<file path="src/sv/wcmt_pkg.sv">
// Shared widths, microcode types and defaults for the weighted count max tree.
package wcmt_pkg;

  localparam int TOTAL_W    = 48;
  localparam int BUCKET_W   = 10;
  localparam int WEIGHT_W   = 32;
  localparam int LEAVES_DEF = 1024;

  // Microprogram steps
  typedef enum logic [1:0] {
    STEP_CLEAR,
    STEP_WAIT,
    STEP_LEAF,
    STEP_NODE
  } step_t;

  // Datapath operation selected by a control word
  typedef enum logic [1:0] {
    OP_CLEAR,
    OP_READ_LEAF,
    OP_LEAF,
    OP_NODE
  } op_t;

  // Jump condition selected by a control word
  typedef enum logic [1:0] {
    C_CLR_LAST,
    C_ITEM,
    C_OOR,
    C_ROOT
  } cond_sel_t;

  typedef struct packed {
    op_t       op;
    logic      accept;
    cond_sel_t cond;
    step_t     jmp;
    step_t     nxt;
    logic      emit_on_jump;
  } ctl_word_t;

  // Status from the datapath to the sequencer
  typedef struct packed {
    logic clr_last;
    logic item;
    logic oor;
    logic root;
  } cond_t;

  // Control from the sequencer to the datapath
  typedef struct packed {
    op_t  op;
    logic accept;
    logic emit;
  } ctl_t;

endpackage

</file>
<file path="src/sv/wcmt_seq.sv">
// Microcode sequencer: program ROM, step counter and conditional jumps.
module wcmt_seq import wcmt_pkg::*; (
  input  logic  clk,
  input  logic  rst_n,
  input  cond_t cond,
  output ctl_t  ctl
);

  step_t     step_r, step_nxt;
  ctl_word_t cw;
  logic      taken;

  function automatic ctl_word_t rom(input step_t s);
    ctl_word_t w;
    case (s)
      STEP_CLEAR: w = '{op: OP_CLEAR,     accept: 1'b0, cond: C_CLR_LAST,
                        jmp: STEP_WAIT, nxt: STEP_CLEAR, emit_on_jump: 1'b0};
      STEP_WAIT:  w = '{op: OP_READ_LEAF, accept: 1'b1, cond: C_ITEM,
                        jmp: STEP_LEAF, nxt: STEP_WAIT,  emit_on_jump: 1'b0};
      // bucket out of range: report the current root and go back
      STEP_LEAF:  w = '{op: OP_LEAF,      accept: 1'b0, cond: C_OOR,
                        jmp: STEP_WAIT, nxt: STEP_NODE,  emit_on_jump: 1'b1};
      STEP_NODE:  w = '{op: OP_NODE,      accept: 1'b0, cond: C_ROOT,
                        jmp: STEP_WAIT, nxt: STEP_NODE,  emit_on_jump: 1'b1};
      default:    w = '{op: OP_READ_LEAF, accept: 1'b0, cond: C_ITEM,
                        jmp: STEP_WAIT, nxt: STEP_WAIT,  emit_on_jump: 1'b0};
    endcase
    return w;
  endfunction

  always_comb begin
    cw = rom(step_r);
    case (cw.cond)
      C_CLR_LAST: taken = cond.clr_last;
      C_ITEM:     taken = cond.item;
      C_OOR:      taken = cond.oor;
      C_ROOT:     taken = cond.root;
      default:    taken = 1'b0;
    endcase
    step_nxt   = taken ? cw.jmp : cw.nxt;
    ctl.op     = cw.op;
    ctl.accept = cw.accept;
    ctl.emit   = cw.emit_on_jump & taken;
  end

  always_ff @(posedge clk) begin
    if (!rst_n) begin
      step_r <= STEP_CLEAR;
    end else begin
      step_r <= step_nxt;
    end
  end

endmodule

</file>
<file path="config.mk">
export PLATFORM = sky130hd
export DESIGN_NAME = wcmt_seq
export DESIGN_NICKNAME = d
export VERILOG_FILES = /design/src/sv/wcmt_pkg.sv /design/src/sv/wcmt_seq.sv
export SDC_FILE = /design/constraint.sdc
export NUM_CORES = 1
export LEC_CHECK = 0
export BUFFER_PORTS_ARGS = -buffer_cell sky130_fd_sc_hd__buf_2
export CORE_AREA = 8 8 45 47
export CTS_CLUSTER_SIZE = 24
export DETAILED_ROUTE_END_ITERATION = 10
export DIE_AREA = 0 0 53 55
export HOLD_SLACK_MARGIN = 0.05
export PLACE_DENSITY = 0.36
export SYNTH_ARGS = -nofsm -noshare
export SYNTH_HDL_FRONTEND = slang
export SYNTH_SLANG_ARGS = --single-unit
export TNS_END_PERCENT = 5
</file>
<file path="constraint.sdc">
create_clock -name clk -period 0.8 [get_ports clk]
set_input_delay 0 -clock clk [delete_from_list [all_inputs] [get_ports clk]]
set_output_delay 0 -clock clk [all_outputs]
set_load 0.01 [all_outputs]
</file>
==> results of run 1 <==
==> critical path: stages, from the launching register on <==
cell and delay [ns]:
dfxtp_4 0.35, mux2i_1 0.18, nor2b_1 0.06, buf_2 0.14
==> synthesized netlist by cell type <==
master / n / area share (%)
a21oi_1: 2 / 8.4
clkbuf_1: 2 / 6.3
dfxtp_1: 2 / 34
mux2i_1: 2 / 17
nor2b_1: 2 / 11
and2b_2: 1 / 7.4
inv_1: 1 / 3.2
nor2_1: 1 / 3.2
o21a_1: 1 / 6.3
o21ai_1: 1 / 4.2
==> layout make-up <==
| cell class | instances | area share (%) |
|---|---|---|
| Clock buffer | 3 | 8.867 |
| Inverter | 1 | 1.478 |
| Multi-Input combinational cell | 10 | 27.59 |
| Sequential cell | 2 | 18.72 |
| Tap cell | 16 | 7.882 |
| Timing Repair Buffer | 13 | 35.47 |
==> logic make-up after synthesis <==
| kind of cell | after synthesis | synth area share, % |
|---|---|---|
| AOI/OAI and AO/OA | 4 | 18.95 |
| buffers and inverters | 3 | 9.473 |
| DFF | 2 | 33.69 |
| muxes | 2 | 16.84 |
| and+or+nand+nor | 4 | 21.05 |
==> how the worst max path moves through the flow <==
stage	slack [ns]	cells past startpoint	endpoint	from
3_5_place_dp	-0.01	2	step_r[1]	step_r[1]
4_1_cts	-0.16	3	ctl[0]	step_r[0]
3_3_place_gp	-0.007	3	ctl[0]	step_r[0]
6_report	-0.14	3	ctl[0]	step_r[0]
5_1_grt	-0.18	3	ctl[0]	step_r[0]
2_1_floorplan	0.05	3	step_r[0]	step_r[0]
==> routing by layer <==
layer / vias up / part of all wire [%] / track usage, %
met2: 9 / 34 / 3.320
met3: 0 / 15 / 4.011
met4: 0 / 0 / 3.879
li1: 78 / - / -
met1: 64 / 50 / 3.182
met5: - / 0 / 0
==> power by group through the flow <==
stage	clock [mW]	combinational, mW	sequential [mW]
2_1_floorplan	0	0.0463	0.123
3_3_place_gp	0	0.0929	0.125
3_5_place_dp	0	0.0914	0.125
4_1_cts	0.229	0.118	0.123
5_1_grt	0.237	0.130	0.125
6_report	0.215	0.119	0.123
==> timing repair <==
item / 4_1_cts / 5_1_grt
setup buffers: 1 / 0
hold buffers: 1 / 0
gates resized for setup: 6 / 1
endpoints found under the hold margin: 2 / 0
pin swaps: 1 / 0
endpoints found under the setup margin: 5 / 4
==> per-stage QoR <==
| stage | cell area, um2 | power, mW | worst slack [ns] | utilization (%) |
|---|---|---|---|---|
| 2_1_floorplan | 118.9 | 0.1694 | 0.04743 | - |
| 3_3_place_gp | 191.4 | 0.2177 | -0.007418 | 13.83 |
| 3_5_place_dp | 191.4 | 0.2162 | -0.009913 | 13.83 |
| 4_1_cts | 251.5 | 0.4704 | -0.1598 | 18.17 |
| 5_1_grt | 254.0 | 0.4919 | -0.1790 | 18.35 |
| 6_report | 254.0 | 0.4577 | -0.1429 | 18.35 |
==> impl_metrics.py, run 1 <==
metrics = {
    "outcome": {
        "status": "finished with violations",
        "violations": "negative setup slack",
    },
    "finish": {
        "multi_input_area_um2": 70.07,
        "finalNetCount": 37,
        "top_regs": "step_r: 2 flops",
        "fillerInstances": 156,
        "top_register": "step_r",
        "final_cell_mix": "buf_2 (7), clkbuf_4 (3), buf_4 (3)",
        "stdcell_count": 45,
        "seq_area_um2": 47.55,
        "syn2layout_area_growth_pct": 113.7,
        "largest_register_ffs": 2,
        "final_common_cell": "buf_2",
        "antenna_cells": 0,
        "drive_above_1_share_pct": 65.52,
    },
    "floorplan": {
        "die_area_mm2": 0.002915,
        "dieWidth_um": 53,
        "core_mm2": 0.001384,
        "die_h_um": 55,
        "rows": 14,
        "io_pins": 10,
        "initial_utilization_pct": 8.590,
    },
    "timing": {
        "setup_ws_ns": -0.1429,
        "drv_slew": 0,
        "hold-worst-slack_ns": 0.1028,
        "tightest_slew_ns": 0.1465,
        "setup_viol": 4,
        "slew-limit-headroom_pct": 89.96,
        "fmax_ghz": 1.061,
        "rsz0062_at_grt": "true",
        "finalCritPeriodShare_pct": 117.9,
        "hold_viol": 0,
        "clock_skew_ns": 0.0003399,
        "period_minus_slack_ns": 0.9429,
        "tns_ns": -0.3237,
    },
    "worst_setup_path": {
        "r2r_setup_slack_ns": -0.05,
        "required_ns": 0.80,
        "r2r-start": "step_r[0]",
        "setup.worst_path.class": "reg -> out",
        "reg2reg_depth": 4,
        "cp-end-kind": "output pin",
        "crit_fanout": 4,
        "r2r_end": "step_r[0]",
        "startpoint_type": "flop",
        "crit_arrival_ns": 0.94,
    },
    "drt": {
        "vias": 151,
        "drt_first_pass_iters": 2,
        "drtIter0Drc": 3,
        "wl_per_cell_um": 9.356,
        "vias_per_cell": 3.356,
        "drcViolationCount": 0,
        "drt-total-wl_um": 421,
        "ant_nets": 0,
    },
    "synthesis": {
        "ys.warnings.count": 0,
        "syn_inst": 15,
        "seq_area_frac_synth_pct": 33.68,
        "syn_nets": 21,
        "yosysUniqueCellTypes": 10,
        "syn_avg_cell_area_um2": 7.924,
        "netlist_area_um2": 118.9,
        "ys_ff_latch": 2,
    },
    "placed_design": {
        "port_buffers": 9,
        "gp_congestion": 0.6492,
        "place_inst": 40,
        "dpl.hpwl_um": 329.1,
    },
    "global_routing": {
        "grt_pass1_wl_um": 655,
        "grt_pass1_vias": 168,
        "antenna_found_initial": 0,
        "grt_overflow": 0,
        "grt_start_max_net_pins": 7,
        "track_usage_pct": 3.384,
    },
    "worst_hold_path": {
        "hp-class": "in -> reg",
        "hold_depth": 3,
        "hp-start": "cond[2]",
        "hold_path_end": "step_r[1]",
    },
    "power": {
        "comb_power_share_pct": 26.1,
        "p_int_uw": 349.7,
        "seqPwrFrac_pct": 26.9,
        "p_per_area_mw_per_mm2": 1802,
        "ir_drop_v": 0.0004825,
        "clkPwrFrac_pct": 47.1,
        "p_switching_uw": 108.1,
        "p_sw_share_pct": 23.61,
        "leakage_nw": 0.1238,
    },
    "cts": {
        "clkLatencyLatePin_ns": 0.22,
        "clk_path_buf_depth": 2,
        "clkSlewWorstSetupHoldPaths_ns": 0.03,
        "cts_sinks": 2,
        "htree_num_levels": 1,
        "cts_root_buf": "clkbuf_4",
        "cts_tree": "yes",
        "cts_inserted_buffers": 3,
    },
    "flow_run": {
        "drv_cap": 0,
    },
}
(Power assumes the default switching activity.)
==> run 2, diff against run 1 <==
REMOVE_ABC_BUFFERS = 1   (was not set)
==> impl_metrics.py, run 2 (same netlist as run 1, synthesis figures left out) <==
metrics = {
    "worst_setup_path": {
        "crit_arrival_ns": 0.97,
        "crit_fanout": 4,
        "cp-end-kind": "output pin",
        "required_ns": 0.80,
        "startpoint_type": "flop",
        "setup.worst_path.class": "reg -> out",
    },
    "drt": {
        "ant_nets": 0,
        "wl_per_cell_um": 8.600,
        "drtIter0Drc": 0,
        "maxUsedRoutingLayer": "met3",
        "drcViolationCount": 0,
        "dr_wl_met3_um": 59,
        "vias_per_cell": 3.267,
        "wl_met1_um": 195,
        "drt-total-wl_um": 387,
        "vias": 147,
        "drt_first_pass_iters": 1,
        "routed-wl-met2_um": 132,
    },
    "power": {
        "power_uw": 465.1,
        "p_per_area_mw_per_mm2": 1813,
        "ir_drop_v": 0.0005266,
        "leakage_nw": 0.1253,
    },
    "global_routing": {
        "grt_pass1_wl_um": 655,
        "antenna_found_initial": 0,
        "track_usage_pct": 3.492,
        "grt_overflow": 0,
        "grt_pass1_vias": 179,
        "grt_start_max_net_pins": 7,
    },
    "timing": {
        "tightest_slew_ns": 0.1182,
        "hold_viol": 0,
        "slew-limit-headroom_pct": 91.90,
        "drv_slew": 0,
        "fmax_ghz": 1.026,
        "rsz0062_at_grt": "true",
        "setup_ws_ns": -0.1744,
        "finalCritPeriodShare_pct": 121.8,
        "clock_skew_ns": 0.001311,
        "period_minus_slack_ns": 0.9744,
        "tns_ns": -0.3808,
        "setup_viol": 3,
    },
    "finish": {
        "largest_register_ffs": 2,
        "drive_above_1_share_pct": 65.52,
        "syn2layout_area_growth_pct": 115.8,
        "antenna_cells": 0,
        "top_regs": "step_r: 2 flops",
        "fillerInstances": 151,
        "top_register": "step_r",
        "final_cell_mix": "buf_2 (7), clkbuf_4 (3), buf_6 (3)",
        "final_common_cell": "buf_2",
        "finalNetCount": 37,
    },
    "cts": {
        "clk_path_buf_depth": 2,
        "cts_inserted_buffers": 3,
        "clkSlewWorstSetupHoldPaths_ns": 0.03,
        "clkLatencyLatePin_ns": 0.22,
        "htree_num_levels": 1,
        "cts_sinks": 2,
        "cts_root_buf": "clkbuf_4",
        "cts_tree": "yes",
    },
    "floorplan": {
        "rows": 14,
        "die_h_um": 55,
        "io_pins": 10,
        "initial_utilization_pct": 8.590,
        "core_mm2": 0.001384,
        "die_area_mm2": 0.002915,
        "dieWidth_um": 53,
    },
    "placed_design": {
        "dp_slack_ns": -0.0004005,
        "port_buffers": 9,
        "gp_congestion": 0.5826,
    },
    "outcome": {
        "status": "finished with violations",
        "violations": "negative setup slack",
    },
    "worst_hold_path": {
        "hp-class": "in -> reg",
    },
    "flow_run": {
        "drv_cap": 0,
    },
}
==> run 2: cell counts in the layout (fill, tap and decap cells not counted) <==
Identical to the previous run, type by type.
==> run 2: metrics by stage <==
stage	util, %	cells	cell area, um2	hold slack, ns
after global routing	18.54	45	256.5	0.1042
final	18.54	45	256.5	0.09008
after floorplan	-	13	111.4	0.1175
after global placement	13.83	40	191.4	0.2413
after detailed placement	13.83	40	191.4	0.2268
after CTS	18.08	45	250.2	0.08034
==> run 2: timing repair <==
item	CTS	global route
setup endpoints to repair	5	5
hold buffers	1	0
pin swaps	1	0
buffers inserted	1	0
cloned	0	0
gates resized for setup	6	1
hold endpoints to repair	2	0
==> run 2: report_power, final <==
| part | leakage [nW] | total [mW] | switching (mW) | internal [mW] |
|---|---|---|---|---|
| Clock | 0.0138 | 0.219 | 0.0537 | 0.165 |
| Sequential | 0.0175 | 0.125 | 0.0129 | 0.112 |
| Combinational | 0.0940 | 0.122 | 0.0434 | 0.0783 |
==> run 2: final timing paths <==
check	from	endpoint	slack, ns	cells after the start
setup / recovery	step_r[0]	ctl[1]	-0.17	3
hold / removal	cond[2]	step_r[1]	0.09	3
setup reg to reg	step_r[0]	step_r[1]	-0.06	4
hold reg to reg	step_r[1]	step_r[0]	0.52	1
==> run 2: layer usage <==
layer	vias to the layer above	GRT usage, %
met2	9	4.102
met4	0	6.466
met3	0	2.406
li1	76	-
met5	-	0
met1	62	2.874
==> run 2: final cells by class <==
| type | instances | area [um2] | area share [%] |
|---|---|---|---|
| Inverter | 1 | 3.754 | 1.463 |
| Clock buffer | 3 | 22.52 | 8.780 |
| Tap cell | 16 | 20.02 | 7.805 |
| Sequential cell | 2 | 45.04 | 17.56 |
| Multi-Input combinational cell | 10 | 71.32 | 27.80 |
| Timing Repair Buffer | 13 | 93.84 | 36.59 |
==> run 2: worst max-delay path, stage by stage, from the launching register on <==
cell and delay, ns:
dfxtp_4 0.34, buf_6 0.11, and2b_2 0.18, buf_6 0.11
